[config.mk]
export PLATFORM = sky130hd
export DESIGN_NAME = integer_to_ascii_formatter
export DESIGN_NICKNAME = d
export VERILOG_FILES = /design/src/hw/rtl/i2a_pkg.sv /design/src/hw/rtl/i2a_bcd.sv /design/src/hw/rtl/integer_to_ascii_formatter.sv
export SDC_FILE = /design/constraint.sdc
export NUM_CORES = 1
export LEC_CHECK = 0
export ABC_AREA = 0
export ABC_CLOCK_PERIOD_IN_PS = 18600
export BUFFER_PORTS_ARGS = -buffer_cell sky130_fd_sc_hd__buf_2
export CAP_MARGIN = 5
export CORE_ASPECT_RATIO = 1.75
export CORE_MARGIN = 2
export CORE_UTILIZATION = 55
export CTS_CLUSTER_SIZE = 30
export DETAILED_ROUTE_END_ITERATION = 8
export GPL_TIMING_DRIVEN = 0
export MAX_ROUTING_LAYER = met4
export PLACE_DENSITY = 0.77
export SETUP_SLACK_MARGIN = 0.02
export SYNTH_ARGS = -nofsm -noshare
export SYNTH_HDL_FRONTEND = slang
export SYNTH_SLANG_ARGS = --single-unit
[constraint.sdc]
create_clock -name clk -period 18.6 [get_ports clk]
set_input_delay 1.86 -clock clk [delete_from_list [all_inputs] [get_ports clk]]
set_output_delay 1.86 -clock clk [all_outputs]
set_load 0.01 [all_outputs]
[src/hw/rtl/i2a_pkg.sv]
// Shared constants, action codes and character helpers for the integer to ASCII formatter.
package i2a_pkg;

  // Largest honored hex pad request
  localparam int PAD_LIMIT = 32;
  localparam int PAD_W     = $clog2(PAD_LIMIT + 1);

  // Operand and digit register geometry
  localparam int VAL_W      = 64;
  localparam int DEC_DIGITS = 20;
  localparam int HEX_DIGITS = VAL_W / 4;
  localparam int DIG_W      = DEC_DIGITS * 4;
  localparam int NDIG_W     = $clog2(DEC_DIGITS + 1);
  localparam int STEP_W     = $clog2(VAL_W);

  // Format actions
  localparam logic [1:0] ACT_UDEC = 2'd0;
  localparam logic [1:0] ACT_SDEC = 2'd1;
  localparam logic [1:0] ACT_HEXL = 2'd2;
  localparam logic [1:0] ACT_HEXU = 2'd3;

  // Fixed characters
  localparam logic [6:0] CHAR_ZERO  = 7'h30;
  localparam logic [6:0] CHAR_MINUS = 7'h2d;
  localparam logic [6:0] CHAR_UPA   = 7'h41;
  localparam logic [6:0] CHAR_LOWA  = 7'h61;

  // One digit (0..15) to its ASCII code
  function automatic logic [6:0] nib_char(input logic [3:0] nib, input logic upper);
    logic [6:0] ch;
    if (nib < 4'd10) begin
      ch = CHAR_ZERO + {3'd0, nib};
    end else if (upper) begin
      ch = CHAR_UPA + {3'd0, nib} - 7'd10;
    end else begin
      ch = CHAR_LOWA + {3'd0, nib} - 7'd10;
    end
    return ch;
  endfunction

endpackage

[src/hw/rtl/i2a_bcd.sv]
// Bit-serial binary to BCD converter (shift and add-3), one input bit per cycle.
module i2a_bcd (
  input  logic                      clk,
  input  logic                      rst_n,
  input  logic                      start,
  input  logic [i2a_pkg::VAL_W-1:0] bin,
  output logic                      done,
  output logic [i2a_pkg::DIG_W-1:0] bcd
);
  import i2a_pkg::*;

  logic [VAL_W-1:0]  bin_r, bin_nxt;
  logic [DIG_W-1:0]  bcd_r, bcd_nxt;
  logic [DIG_W-1:0]  adj;
  logic [STEP_W-1:0] cnt_r, cnt_nxt;
  logic              busy_r, busy_nxt;
  logic              done_r, done_nxt;

  // Add 3 to every digit of 5 or more ahead of the shift
  always_comb begin
    for (int i = 0; i < DEC_DIGITS; i++) begin
      if (bcd_r[4*i +: 4] >= 4'd5) begin
        adj[4*i +: 4] = bcd_r[4*i +: 4] + 4'd3;
      end else begin
        adj[4*i +: 4] = bcd_r[4*i +: 4];
      end
    end
  end

  // Sequencer: load, then 64 shift steps
  always_comb begin
    bin_nxt  = bin_r;
    bcd_nxt  = bcd_r;
    cnt_nxt  = cnt_r;
    busy_nxt = busy_r;
    done_nxt = 1'b0;
    if (start) begin
      bin_nxt  = bin;
      bcd_nxt  = '0;
      cnt_nxt  = '0;
      busy_nxt = 1'b1;
    end else if (busy_r) begin
      bcd_nxt = {adj[DIG_W-2:0], bin_r[VAL_W-1]};
      bin_nxt = {bin_r[VAL_W-2:0], 1'b0};
      cnt_nxt = cnt_r + 1'b1;
      if (cnt_r == STEP_W'(VAL_W - 1)) begin
        busy_nxt = 1'b0;
        done_nxt = 1'b1;
      end
    end
  end

  always_ff @(posedge clk) begin
    if (!rst_n) begin
      busy_r <= 1'b0;
      done_r <= 1'b0;
      cnt_r  <= '0;
    end else begin
      busy_r <= busy_nxt;
      done_r <= done_nxt;
      cnt_r  <= cnt_nxt;
    end
    bin_r <= bin_nxt;
    bcd_r <= bcd_nxt;
  end

  assign done = done_r;
  assign bcd  = bcd_r;

endmodule

[src/hw/rtl/integer_to_ascii_formatter.sv]
// Top level: formats a 64-bit value as decimal or hex ASCII, one character per output request.
//
// Input channel (in_valid / in_stall): one request carries in_value, in_action and
// in_min_digits. in_stall stays high from acceptance until the last character of the
// request has been loaded into the output register, so one request is worked at a time.
// Output channel (out_valid / out_stall): one character per transfer, most significant
// first, out_last_char set on the final one. The output register lets the next input
// request be accepted while the final character still waits to be taken.
// Timing: decimal runs the serial BCD converter, one bit per cycle, then drops leading
// zero digits one per cycle (up to 19) and emits one character per cycle (up to 20) while
// the receiver does not stall. Hex skips leading zero nibbles (up to 15), then emits pad
// zeros and digits, one per cycle while the receiver does not stall (up to 32). The
// next request can be accepted in the cycle after the final character enters the output
// register. The BCD shift loop dominates decimal requests, the pad count hex ones.
// When the receiver stalls, character emission simply pauses; nothing is lost.
// Reset (rst_n low, synchronous) returns the sequencer to idle and drops out_valid.
module integer_to_ascii_formatter (
  input  logic                      clk,
  input  logic                      rst_n,
  input  logic                      in_valid,
  output logic                      in_stall,
  input  logic [i2a_pkg::VAL_W-1:0] in_value,
  input  logic [1:0]                in_action,
  input  logic [5:0]                in_min_digits,
  output logic                      out_valid,
  input  logic                      out_stall,
  output logic [6:0]                out_char_code,
  output logic                      out_last_char
);
  import i2a_pkg::*;

  typedef enum logic [2:0] {
    S_IDLE, S_CONV, S_SKIP, S_SIGN, S_PAD, S_DIGIT
  } state_t;

  state_t            state_r, state_nxt;
  logic [DIG_W-1:0]  dig_r, dig_nxt;
  logic [NDIG_W-1:0] ndig_r, ndig_nxt;
  logic [PAD_W-1:0]  want_r, want_nxt;
  logic [PAD_W-1:0]  pad_r, pad_nxt;
  logic              neg_r, neg_nxt;
  logic              upper_r, upper_nxt;
  logic              out_valid_r, out_valid_nxt;
  logic [6:0]        out_char_r, out_char_nxt;
  logic              out_last_r, out_last_nxt;

  logic              bcd_start;
  logic              bcd_done;
  logic [DIG_W-1:0]  bcd_val;
  logic [VAL_W-1:0]  mag;
  logic              in_neg;
  logic [PAD_W-1:0]  want_in;
  logic [PAD_W-1:0]  ndig_ext;
  logic              out_free;
  logic              emit;
  logic [6:0]        emit_char;
  logic              emit_last;

  // Request decode: sign, magnitude and saturated pad count
  assign in_neg  = (in_action == ACT_SDEC) && in_value[VAL_W-1];
  assign mag     = in_neg ? (~in_value + 1'b1) : in_value;
  assign want_in = ({1'b0, in_min_digits} > 7'(PAD_LIMIT)) ? PAD_W'(PAD_LIMIT)
                                                          : PAD_W'(in_min_digits);
  assign ndig_ext = PAD_W'(ndig_r);

  assign in_stall  = (state_r != S_IDLE);
  assign bcd_start = in_valid && (state_r == S_IDLE) && !in_action[1];
  assign out_free  = !out_valid_r || !out_stall;

  i2a_bcd u_bcd (
    .clk   (clk),
    .rst_n (rst_n),
    .start (bcd_start),
    .bin   (mag),
    .done  (bcd_done),
    .bcd   (bcd_val)
  );

  // Sequencer
  always_comb begin
    state_nxt = state_r;
    dig_nxt   = dig_r;
    ndig_nxt  = ndig_r;
    want_nxt  = want_r;
    pad_nxt   = pad_r;
    neg_nxt   = neg_r;
    upper_nxt = upper_r;
    emit      = 1'b0;
    emit_char = CHAR_ZERO;
    emit_last = 1'b0;
    case (state_r)
      S_IDLE: begin
        if (in_valid) begin
          neg_nxt   = in_neg;
          upper_nxt = (in_action == ACT_HEXU);
          if (in_action[1]) begin
            dig_nxt   = {in_value, {(DIG_W - VAL_W){1'b0}}};
            ndig_nxt  = NDIG_W'(HEX_DIGITS);
            want_nxt  = want_in;
            state_nxt = S_SKIP;
          end else begin
            want_nxt  = '0;
            state_nxt = S_CONV;
          end
        end
      end
      S_CONV: begin
        if (bcd_done) begin
          dig_nxt   = bcd_val;
          ndig_nxt  = NDIG_W'(DEC_DIGITS);
          state_nxt = S_SKIP;
        end
      end
      S_SKIP: begin
        // Drop one leading zero digit per cycle, keeping at least one
        if (ndig_r > NDIG_W'(1) && dig_r[DIG_W-1 -: 4] == 4'd0) begin
          dig_nxt  = {dig_r[DIG_W-5:0], 4'd0};
          ndig_nxt = ndig_r - 1'b1;
        end else begin
          pad_nxt = (ndig_ext < want_r) ? (want_r - ndig_ext) : '0;
          if (neg_r) begin
            state_nxt = S_SIGN;
          end else if (ndig_ext < want_r) begin
            state_nxt = S_PAD;
          end else begin
            state_nxt = S_DIGIT;
          end
        end
      end
      S_SIGN: begin
        if (out_free) begin
          emit      = 1'b1;
          emit_char = CHAR_MINUS;
          state_nxt = S_DIGIT;
        end
      end
      S_PAD: begin
        if (out_free) begin
          emit    = 1'b1;
          pad_nxt = pad_r - 1'b1;
          if (pad_r == PAD_W'(1)) begin
            state_nxt = S_DIGIT;
          end
        end
      end
      S_DIGIT: begin
        if (out_free) begin
          emit      = 1'b1;
          emit_char = nib_char(dig_r[DIG_W-1 -: 4], upper_r);
          emit_last = (ndig_r == NDIG_W'(1));
          dig_nxt   = {dig_r[DIG_W-5:0], 4'd0};
          ndig_nxt  = ndig_r - 1'b1;
          if (ndig_r == NDIG_W'(1)) begin
            state_nxt = S_IDLE;
          end
        end
      end
      default: begin
        state_nxt = S_IDLE;
      end
    endcase
  end

  // Output register
  always_comb begin
    out_valid_nxt = emit ? 1'b1 : (out_stall ? out_valid_r : 1'b0);
    out_char_nxt  = emit ? emit_char : out_char_r;
    out_last_nxt  = emit ? emit_last : out_last_r;
  end

  always_ff @(posedge clk) begin
    if (!rst_n) begin
      state_r     <= S_IDLE;
      out_valid_r <= 1'b0;
    end else begin
      state_r     <= state_nxt;
      out_valid_r <= out_valid_nxt;
    end
    dig_r      <= dig_nxt;
    ndig_r     <= ndig_nxt;
    want_r     <= want_nxt;
    pad_r      <= pad_nxt;
    neg_r      <= neg_nxt;
    upper_r    <= upper_nxt;
    out_char_r <= out_char_nxt;
    out_last_r <= out_last_nxt;
  end

  assign out_valid     = out_valid_r;
  assign out_char_code = out_char_r;
  assign out_last_char = out_last_r;

endmodule
# Word-level counts from Yosys, hierarchy flattened
# Cells that the tools add are included.
# word_totals
reg_bits,263
inputBits,76
# op_classes
add_sub_neg,30
magnitude_cmp,24
eq_ne,21
n_mux,65
bitwise,4
reduce_logical,23
# op_table
cell,n
80-bit 2-to-1 mux,5
80-bit one-hot mux with 4 select lines,1
64-bit 2-to-1 mux,3
"4-bit by 3-bit >= comparator with 1-bit output, second input constant",20
"4-bit by 2-bit adder with 4-bit output, second input constant",19
4-bit 2-to-1 mux,19
"64-bit by 1-bit adder with 64-bit output, second input constant",1
64-bit NOT,1
3-bit 2-to-1 mux,10
5-bit 2-to-1 mux,6
6-bit 2-to-1 mux,4
7-bit 2-to-1 mux,3
5-bit one-hot mux with 4 select lines,1
"2-bit inequality test, second input constant",9
3-bit one-hot mux with 6 select lines,1
7-bit one-hot mux with 2 select lines,1
"7-bit by 4-bit subtractor with 7-bit output, second input constant",2
6-bit one-hot mux with 2 select lines,1
1-bit 2-to-1 mux,9
8-bit AND reduction,1
"6-bit by 4-bit adder with 7-bit output, first input constant",1
"6-bit by 5-bit adder with 7-bit output, first input constant",1
"7-bit by 4-bit adder with 7-bit output, first input constant",1
"6-bit by 1-bit adder with 6-bit output, second input constant",1
32 further kinds,46

# Depth between registers and ports, before layout
# Gate-level depths: netlist of run 1.
# logic_depth
depth_word,6
ltp_mapped,10
depth_no_buf,10

# Cells and area by module
# Synthesis of run 1 repeated with hierarchy kept, for this count alone.
# hier_totals
hier_cells,1757
hier_area_um2,16250.6
# by_module_without_submodules
mod,n_inst,cells_per_inst,area_each_um2
integer_to_ascii_formatter,1,971,8301.7
i2a_bcd,1,786,7948.9

# Worst setup path before layout of run 1
# Ideal clock, no wire load.
# synth_path
kind,input-to-reg
startpoint,input port in_valid
endpoint,register dig_r[0] (enable)
setup_time_ps,556
t_arrival_ps,6278
required_ps,18044
path_slack_ps,11766
path_stages,4
n_path_buf,0
cell_sequence,nor2b_1 a211o_1 a21oi_1 a21oi_1
# synth_via
elab_chain_len,2
# synth_rtl
element,line_no,text
from (decl),integer_to_ascii_formatter.sv:20,"input logic in_valid,"
2-bit inequality test (no line),--,
6-bit AND reduction (no line),--,
to (signal assigned),integer_to_ascii_formatter.sv:179,dig_r <= dig_nxt;
to (decl),integer_to_ascii_formatter.sv:37,"logic [DIG_W-1:0] dig_r, dig_nxt;"
# No other way between the ends.
# A chain may end at the register's enable or synchronous reset.

# Worst setup path after layout of run 1
# layout_path
startpoint,input port in_valid
endpoint,register u_bcd.bin_r[20] (enable)
# layout_via
elab_chain_len,3
# layout_rtl
element,line_no,text
1-bit logical AND (2 in series),integer_to_ascii_formatter.sv:67,assign bcd_start = in_valid && (state_r == S_IDLE) && !in_action[1];
2-bit nonzero test (no line),--,
to (signal assigned),i2a_bcd.sv:63,bin_r <= bin_nxt;
to (decl),i2a_bcd.sv:12,"logic [VAL_W-1:0] bin_r, bin_nxt;"
# No other way between the ends.

==> flow_summary.rst, run 1 <==
.. list-table::
   :header-rows: 1

   * - Metric
     - Value
   * - Outcome
     - completed
   * - Initial DRC count
     - between 1500 and 2000
   * - Netlist area before placement
     - 15600 um^2
   * - # rows
     - 81
   * - Clock slew at reported path FFs
     - 0.07 ns
   * - CTS tree
     - built
   * - Final Hold Vio Count
     - 0
   * - Buffers from clock root to sink, at most
     - 3
   * - Count of flip-flops with a built-in enable after synthesis
     - 171
   * - DRC viols
     - 0
   * - Die height
     - between 200 and 250 um
   * - Crit path time final
     - roughly 4.6 ns
   * - First-pass iteration count of the detailed router
     - 7
   * - Worst hold path class
     - register to register
   * - CTS Hold Buffers Added
     - 0
   * - Number of nets at the end of the flow
     - around 2100
   * - Total half-perimeter wirelength after legalization and detailed placement
     - between 30000 and 40000 um
   * - Total of fill cells in the finished design
     - 2486
   * - Max Fanout on Critical Path
     - 35
   * - Ratio of cells with drive above 1 in the final layout
     - 0.0749
   * - Area used by multi-input combinational logic
     - 7960 um^2
   * - Nets in the synthesized netlist
     - around 2000
   * - Avg Inst Size Synth
     - about 8.6 um^2
   * - Final WL
     - 52300 um
   * - Total negative setup slack
     - 0 ns
   * - Share of flip-flops with an asynchronous set or reset after synthesis
     - 0
   * - Gr ovfl total
     - 0
   * - Number of antenna violations at the first check in global routing
     - 2
   * - Final RePlAce weighted congestion
     - roughly 1.1
   * - Slew @ Worst Pin
     - 0.977 ns
   * - Nature of the critical path startpoint
     - input pin
   * - Max capacitance violation total
     - 0
   * - Total setup buffers inserted after CTS
     - 0
   * - Number of I/O pins
     - 86
   * - Horizontal extent of the die
     - around 130 um
   * - Required time reported for the critical path endpoint
     - ~19 ns
   * - Peak VDD IR
     - ~0.094 mV
   * - Signal arrival time at the worst endpoint
     - just under 5 ns
   * - Std-Cell Core Area
     - ~28000 um^2
   * - Clock Sinks
     - around 260
   * - Average wire length per cell after detail routing
     - between 20 and 25 um
   * - Unrepaired setup endpoints after global routing
     - false
   * - Final Max Tran Viols
     - 0
   * - Average vias per placed instance
     - 6.38
   * - Starting density of the core
     - 0.559
   * - Total clock buffers created by CTS
     - 25
   * - Count of final setup violators
     - 0
   * - Clock Skews
     - 0.00967 ns
   * - Critical path class
     - input pin to register
   * - Most common flop cell mapped by yosys
     - edfxtp_1
   * - DRT antenna net count
     - 0
   * - Fin crit share
     - 0.248
   * - Number of flip-flops and latches in the synthesized netlist
     - ~260
   * - Total power of the final layout
     - 2950 uW
   * - YS warnings
     - 0
   * - Count of buffers from port buffering
     - 77
   * - Synth-to-Final Area Change
     - 11.7%
   * - Crit. End Element
     - register
   * - Maximum number of pins on one net before global-route repair
     - 36
   * - Number of resized instances in the post-cts repair step
     - 0
   * - Root Driver
     - clkbuf_16
   * - Post-synthesis sequential area ratio
     - 0.446
   * - Post-synthesis cell type count
     - 62
   * - DIE AREA
     - around 30000 um^2
   * - Wire length of the first global-routing pass
     - between 70000 and 80000 um
   * - Power density of the placed cells
     - 169 nW/um^2
   * - Vias in the first global route
     - between 10000 and 15000
   * - Maximum level of the CTS H-tree
     - 1
   * - Total vias in the final route
     - about 15000
   * - Leakage power of the design
     - between 0.006 and 0.007 uW
   * - Clock latency on the worst-skew pair
     - between 0.5 and 0.6 ns
   * - Slew margin rel.
     - 0.349
   * - Global-route usage over all layers
     - 0.353
   * - Area taken by flip-flops and latches
     - ~7000 um^2
   * - Upper clock frequency limit
     - roughly 220 MHz
   * - Number of standard cells after synthesis
     - 1821
-- layer usage --
metal / GRT usage / vias to the layer above / share of wire
met5: - / - / 0
met3: 0.0423 / 217 / 0.082
met1: 0.383 / 7016 / 0.35
li1: - / 6743 / -
met2: 0.619 / 848 / 0.50
met4: 0.217 / 0 / 0.062
-- cell type report --
cell class / count / share of cell area
flip-flops and latches: 263 / 0.399
clock inverters: 3 / 0.00129
multi-input cells: 1370 / 0.456
inverters: 67 / 0.0144
clock buffers: 43 / 0.0483
plain buffers: 121 / 0.0267
diodes: 3 / 0.000430
repair buffers: 81 / 0.0271
well taps: 373 / 0.0267
-- registers in the layout, indices dropped and copies added, names as in the netlist, 3 cells and up --
| register | count |
|---|---|
| dig_r | 80 |
| ndig_r | 5 |
| out_char_code | 7 |
| pad_r | 6 |
| state_r | 3 |
| u_bcd.bcd | 80 |
| u_bcd.bin_r | 64 |
| u_bcd.cnt_r | 6 |
| want_r | 6 |
-- worst paths after layout --
path / slack [ns] / endpoint / start / cells past startpoint
max: 13.99 / u_bcd.bin_r[20]$_DFFE_PP_ / in_valid / 7
min: 0.50 / u_bcd.bcd[15]$_SDFFE_PP0P_ / u_bcd.bcd[15]$_SDFFE_PP0P_ / 2
max reg2reg: 14.85 / u_bcd.bin_r[20]$_DFFE_PP_ / state_r[0]$_SDFFE_PN0P_ / 7
min reg2reg: 0.50 / u_bcd.bcd[15]$_SDFFE_PP0P_ / u_bcd.bcd[15]$_SDFFE_PP0P_ / 2
-- cells in the final DEF (no fill, tap or decap), types with 16 or more instances in the layout --
cell,count
nor2_1,234
a21oi_1,204
nand2_1,198
edfxtp_1,171
o21ai_0,161
clkbuf_1,103
dfxtp_1,92
buf_2,81
o22ai_1,69
xnor2_1,69
inv_1,65
ha_1,53
nand3_1,36
o21ai_1,34
o22a_1,32
nor3_1,31
clkbuf_16,29
xor2_1,27
mux2i_1,25
nand2b_1,24
a31oi_1,20
a211oi_1,19
buf_1,18
nor3b_1,16
-- cells in the mapped netlist, types with 3 or more instances --
cell type    n  area [um^2]
o31ai_1      8         60.1
mux2i_1     25          250
nor3b_1     16          120
nand3_1     36          180
and3_1       5         31.3
a21oi_1    205         1030
o21ai_1     34          170
xor2_1      27          236
clkbuf_1    98          368
ha_1        53          663
o22ai_1     69          432
nor3_1      31          155
a21o_1       5         37.5
o21ai_0    161          806
inv_1       65          244
buf_2        4         20.0
a41oi_1      4         35.0
or3_1        7         43.8
buf_1       18         67.6
nand4_1      8         50.1
and2_1      10         62.6
nand2b_1    24          150
xnor2_1     69          604
a211oi_1    19          143
o41ai_1      5         43.8
edfxtp_1   171         5130
o22a_1      32          280
nor2b_1      6         37.5
nor4_4       4         85.1
nor4_1       8         50.1
nor2_1     234          878
o21bai_1     3         22.5
nand2_1    199          747
dfxtp_1     92         1840
a31oi_1     20          125
a22o_1      12          105
-- power by group --
| part | switching [uW] | total, uW | internal [uW] | leakage [uW] |
|---|---|---|---|---|
| logic | 857 | 1310 | 453 | 0.00339 |
| registers | 161 | 1100 | 936 | 0.00236 |
| clock network | 235 | 544 | 310 | 0.000432 |
| total | 1250 | 2950 | 1700 | 0.00619 |
-- worst max-delay path, cell delays in order --
cell and delay (ns):
buf_2 0.11, and2_1 0.27, nand2_1 0.38, clkbuf_1 0.70, buf_1 0.49, nand2_2 0.66
buf_12 0.42
-- stage by stage --
step / cell area, um^2 / hold WS [ns] / setup slack (ns) / std cells / utilization
floorplan: 15600 / 0.445 / 11.77 / 1821 / -
global placement: 16500 / 0.483 / 9.44 / 2271 / 0.590
detailed placement: 16600 / 0.494 / 13.48 / 2275 / 0.593
CTS: 17500 / 0.505 / 14.04 / 2321 / 0.624
global route: 17500 / 0.540 / 13.87 / 2323 / 0.624
finish: 17500 / 0.504 / 13.99 / 2324 / 0.625
-- logic make-up (layout without fill, tap and decap cells) --
group,after synthesis,in the layout,synth area share
AOI/OAI and AO/OA,591,591,0.218
DFF,263,263,0.446
muxes,26,26,0.0167
adders and majority gates,54,54,0.0437
other,0,3,0
and+or+nand+nor,603,603,0.176
xor gates and xnor gates,96,96,0.0538
buffers and inverters,188,315,0.0459
Note: power is estimated with default switching activity, not from simulation.
==> run 2, diff against run 1 <==
--- a/config.mk
+++ b/config.mk
@@ -5,8 +5,8 @@
 export SDC_FILE = /design/constraint.sdc
 export NUM_CORES = 1
 export LEC_CHECK = 0
-export ABC_AREA = 0
-export ABC_CLOCK_PERIOD_IN_PS = 18600
+export ABC_AREA = 1
+export ABC_CLOCK_PERIOD_IN_PS = 4490
 export BUFFER_PORTS_ARGS = -buffer_cell sky130_fd_sc_hd__buf_2
 export CAP_MARGIN = 5
 export CORE_ASPECT_RATIO = 1.75
==> constraint.sdc (replaced) <==
create_clock -name clk -period 4.49 [get_ports clk]
set_input_delay 0.449 -clock clk [delete_from_list [all_inputs] [get_ports clk]]
set_output_delay 0.449 -clock clk [all_outputs]
set_load 0.01 [all_outputs]
==> flow_summary.rst, run 2 <==
.. list-table::
   :header-rows: 1

   * - Metric
     - Value
   * - Avg Inst Size Synth
     - 8.23 um^2 (-4.2%)
   * - Worst Hold Launch
     - in_min_digits[5]
   * - Nature of the critical path startpoint
     - register
   * - Fin crit share
     - 0.622
   * - Horizontal extent of the die
     - 128 um (-2.5%)
   * - Clock latency on the worst-skew pair
     - 0.54 ns (about the same)
   * - Synth-to-Final Area Change
     - 11.7% (about the same)
   * - Sequence of cells on the critical path
     - inv_2 > nor2_1 > nand2_1 > clkbuf_1 > o22ai_1 > nor4_4 > buf_6 > buf_8
   * - Share of the synthesized area in compound gates (AO/OA/AOI/OAI)
     - 0.155 (-0.0626)
   * - Count of buffers from port buffering
     - 85 (+10%)
   * - Average wire length per cell after detail routing
     - 23.2 um (+3.1%)
   * - Maximum number of pins on one net before global-route repair
     - 73 (+100%)
   * - Global-route usage over all layers
     - 0.376 (+0.0232)
   * - Worst hold path class
     - input pin to register
   * - Cell taking the most area after synthesis
     - edfxtp_1
   * - Count of final setup violators
     - 0 (unchanged)
   * - DIE AREA
     - 28400 um^2 (-5.0%)
   * - Starting density of the core
     - 0.558 (-0.00109)
   * - Number of standard cells after synthesis
     - 1804 (-0.93%)
   * - Average vias per placed instance
     - 6.11 (-4.3%)
   * - Area share of xor/xnor cells in the synthesized design
     - 0.0390 (-0.0148)
   * - Crit path time final
     - roughly 2.8 ns
   * - Share of the synthesized area in the top cell type
     - 0.346 (+0.0177)
   * - Total vias in the final route
     - 13829 (-6.7%)
   * - Antenna Diode Count
     - 0 (-3)
   * - Power density of the placed cells
     - 557 nW/um^2 (+230%)
   * - Netlist area before placement
     - 14800 um^2 (-5.1%)
   * - DRC viols
     - 0 (unchanged)
   * - Wire length of the first global-routing pass
     - 77000 um (-2.7%)
   * - Total of fill cells in the finished design
     - 2364 (-4.9%)
   * - Final Hold Vio Count
     - 0 (unchanged)
   * - Unrepaired setup endpoints after global routing
     - false
   * - # rows
     - 79 (-2.5%)
   * - Buffers from clock root to sink, at most
     - 3 (unchanged)
   * - Total clock buffers created by CTS
     - 25 (unchanged)
   * - Slew margin rel.
     - 0.452 (+0.103)
   * - Number of I/O pins
     - 86 (unchanged)
   * - Std-Cell Core Area
     - 26600 um^2 (-4.9%)
   * - Leading cell types by total area after synthesis
     - edfxtp_1 (35%), dfxtp_1 (12%), nand2_1 (11%)
   * - Most common flop cell mapped by yosys
     - edfxtp_1
   * - Max Fanout on Critical Path
     - 15 (-57%)
   * - PnR worst setup slack
     - 1.70 ns (-12.29 ns)
   * - Root Driver
     - clkbuf_16
   * - Most frequent cells in the layout
     - nand2_1 (447), inv_1 (224), edfxtp_1 (171)
   * - Main combinational cell family by area after synthesis
     - simple AND/OR/NAND/NOR gates
   * - Required time reported for the critical path endpoint
     - 4.74 ns (-14.16 ns)
   * - Total half-perimeter wirelength after legalization and detailed placement
     - 40700 um (+2.7%)
   * - Crit path depth
     - 8 (+1)
   * - Number of flip-flops and latches in the synthesized netlist
     - 263 (unchanged)
   * - List of most frequent post-synthesis cells
     - nand2_1 (447), inv_1 (224), edfxtp_1 (171)
   * - Maximum level of the CTS H-tree
     - 1 (unchanged)
   * - Peak VDD IR
     - 0.321 mV (+240%)
   * - Arithmetic-cell share of the synthesized area counting full adders, half adders and majority gates
     - 0.0460 (+0.00236)
   * - Clock slew at reported path FFs
     - 0.07 ns (about the same)
   * - Number of nets at the end of the flow
     - 2053 (-0.29%)
   * - Cell with the biggest individual delay on the critical path
     - nor4_4
   * - Share of flip-flops with an asynchronous set or reset after synthesis
     - 0 (unchanged)
   * - Initial DRC count
     - 1411 (-8.0%)
   * - Vias in the first global route
     - 13846 (-2.6%)
   * - Min-Delay Endpoint
     - want_r[5]$_SDFFCE_PN0P_
   * - Max capacitance violation total
     - 0 (unchanged)
   * - YS warnings
     - 0 (unchanged)
   * - Worst path buffer plus inverter count
     - 4 (unchanged)
   * - Fraction of synthesized area in multiplexers
     - 0 (-0.0167)
   * - Gr ovfl total
     - 0 (unchanged)
   * - Beginning of the worst register-to-register path
     - state_r[0]$_SDFFE_PN0P_
   * - Upper clock frequency limit
     - ~360 MHz
   * - First-pass iteration count of the detailed router
     - 6 (-1)
   * - Critical path class
     - register to register
   * - Worst r2r path cells
     - 8 (+1)
   * - Post-synthesis sequential area ratio
     - 0.470 (+0.0241)
   * - Final WL
     - 52500 um (+0.43%)
   * - Die height
     - 221 um (-2.6%)
   * - Number of cells on the worst hold path
     - 3 (+1)
   * - Crit. End Element
     - register
   * - Internal reg-to-reg setup slack
     - 1.70 ns (-13.15 ns)
   * - Leakage power of the design
     - 0.00690 uW (+11%)
   * - Largest stage delay, worst path
     - 0.60 ns (-0.10 ns)
   * - Total setup buffers inserted after CTS
     - 0 (unchanged)
   * - Cell family with the largest share of critical-path delay
     - buffers and inverters
   * - CTS Hold Buffers Added
     - 0 (unchanged)
   * - Number of resized instances in the post-cts repair step
     - 0 (unchanged)
   * - Slew @ Worst Pin
     - 0.813 ns (-0.163 ns)
   * - Clock Skews
     - 0.0104 ns (+0.000700 ns)
   * - Ratio of cells with drive above 1 in the final layout
     - 0.104 (+0.0291)
   * - Leading cell type by number of instances after synthesis
     - nand2_1
   * - Most common cell after layout, fill and taps aside
     - nand2_1
   * - Count of flip-flops with a built-in enable after synthesis
     - 171 (unchanged)
   * - Minimum setup slack after placement
     - 1.63 ns (-11.85 ns)
   * - Post-Route Hold Slack
     - 0.186 ns (-0.318 ns)
   * - Final Max Tran Viols
     - 0 (unchanged)
   * - Outcome
     - completed
   * - Post-synthesis cell type count
     - 44 (-29%)
   * - CTS tree
     - built
   * - Nets in the synthesized netlist
     - 1934 (-0.87%)
   * - Number of antenna violations at the first check in global routing
     - 0 (-2)
   * - Clock Sinks
     - 263 (unchanged)
   * - DRT antenna net count
     - 0 (unchanged)
   * - End of the worst register-to-register path
     - dig_r[19]$_DFFE_PP_
   * - Basic-gate share of the synthesized area counting and, or, nand and nor cells
     - 0.207 (+0.0313)
   * - Final RePlAce weighted congestion
     - 1.04 (-2.9%)
   * - Signal arrival time at the worst endpoint
     - 3.04 ns (-1.87 ns)
[run 2: cell families after synthesis]
family                   Yosys count
AND/OR/NAND/NOR                  751
AO/OA/AOI/OAI                    371
buffers and inverters            299
flip-flops                       263
XOR/XNOR                          66
adder cells (fa/ha/maj)           54
[run 2: stage by stage]
stage               total power [uW]  area [um^2]  TNS [ns]  utilization  cells
floorplan                       5820        14900         0            -   1804
global placement                6920        15700   -112.36        0.590   2213
detailed placement              7060        15800         0        0.594   2220
CTS                             9140        16600         0        0.623   2265
global route                    9590        16600         0        0.623   2265
finish                          9230        16600         0        0.623   2265
[run 2: cell type report]
| cell class | count | area (um^2) | share of cell area |
|---|---|---|---|
| sequential | 263 | 6980 | 0.421 |
| multi-input combinational | 1242 | 6660 | 0.402 |
| inverter | 233 | 875 | 0.0528 |
| clock buffer | 39 | 718 | 0.0433 |
| timing repair buffer | 92 | 528 | 0.0319 |
| tap | 324 | 405 | 0.0245 |
| buffer | 66 | 349 | 0.0211 |
| clock inverter | 6 | 62.6 | 0.00378 |
[run 2: worst min-delay path: stages]
cell and delay (ns):
buf_2 0.09, nand2_1 0.05, inv_1 0.04
[run 2: worst max path at each step]
stage / startpoint / to / slack, ns
2_1_floorplan: state_r[0]$_SDFFE_PN0P_ / dig_r[0]$_DFFE_PP_ / 0.31
6_report: state_r[0]$_SDFFE_PN0P_ / dig_r[19]$_DFFE_PP_ / 1.70
3_5_place_dp: state_r[0]$_SDFFE_PN0P_ / dig_r[17]$_DFFE_PP_ / 1.63
4_1_cts: state_r[0]$_SDFFE_PN0P_ / dig_r[19]$_DFFE_PP_ / 1.62
5_1_grt: state_r[0]$_SDFFE_PN0P_ / dig_r[19]$_DFFE_PP_ / 1.53
3_3_place_gp: state_r[0]$_SDFFE_PN0P_ / dig_r[17]$_DFFE_PP_ / -1.33
[run 2: routing by layer]
layer  up-vias  part of all wire  track usage
met3       281             0.066       0.0380
met1      6406              0.33        0.376
met5         -                 0            -
met4         0              0.11        0.328
li1       6376                 -            -
met2       766              0.50        0.641
[run 2: power breakdown]
group	internal [uW]	switching (uW)
Sequential	3670	290
Combinational	899	2270
Clock	1160	942
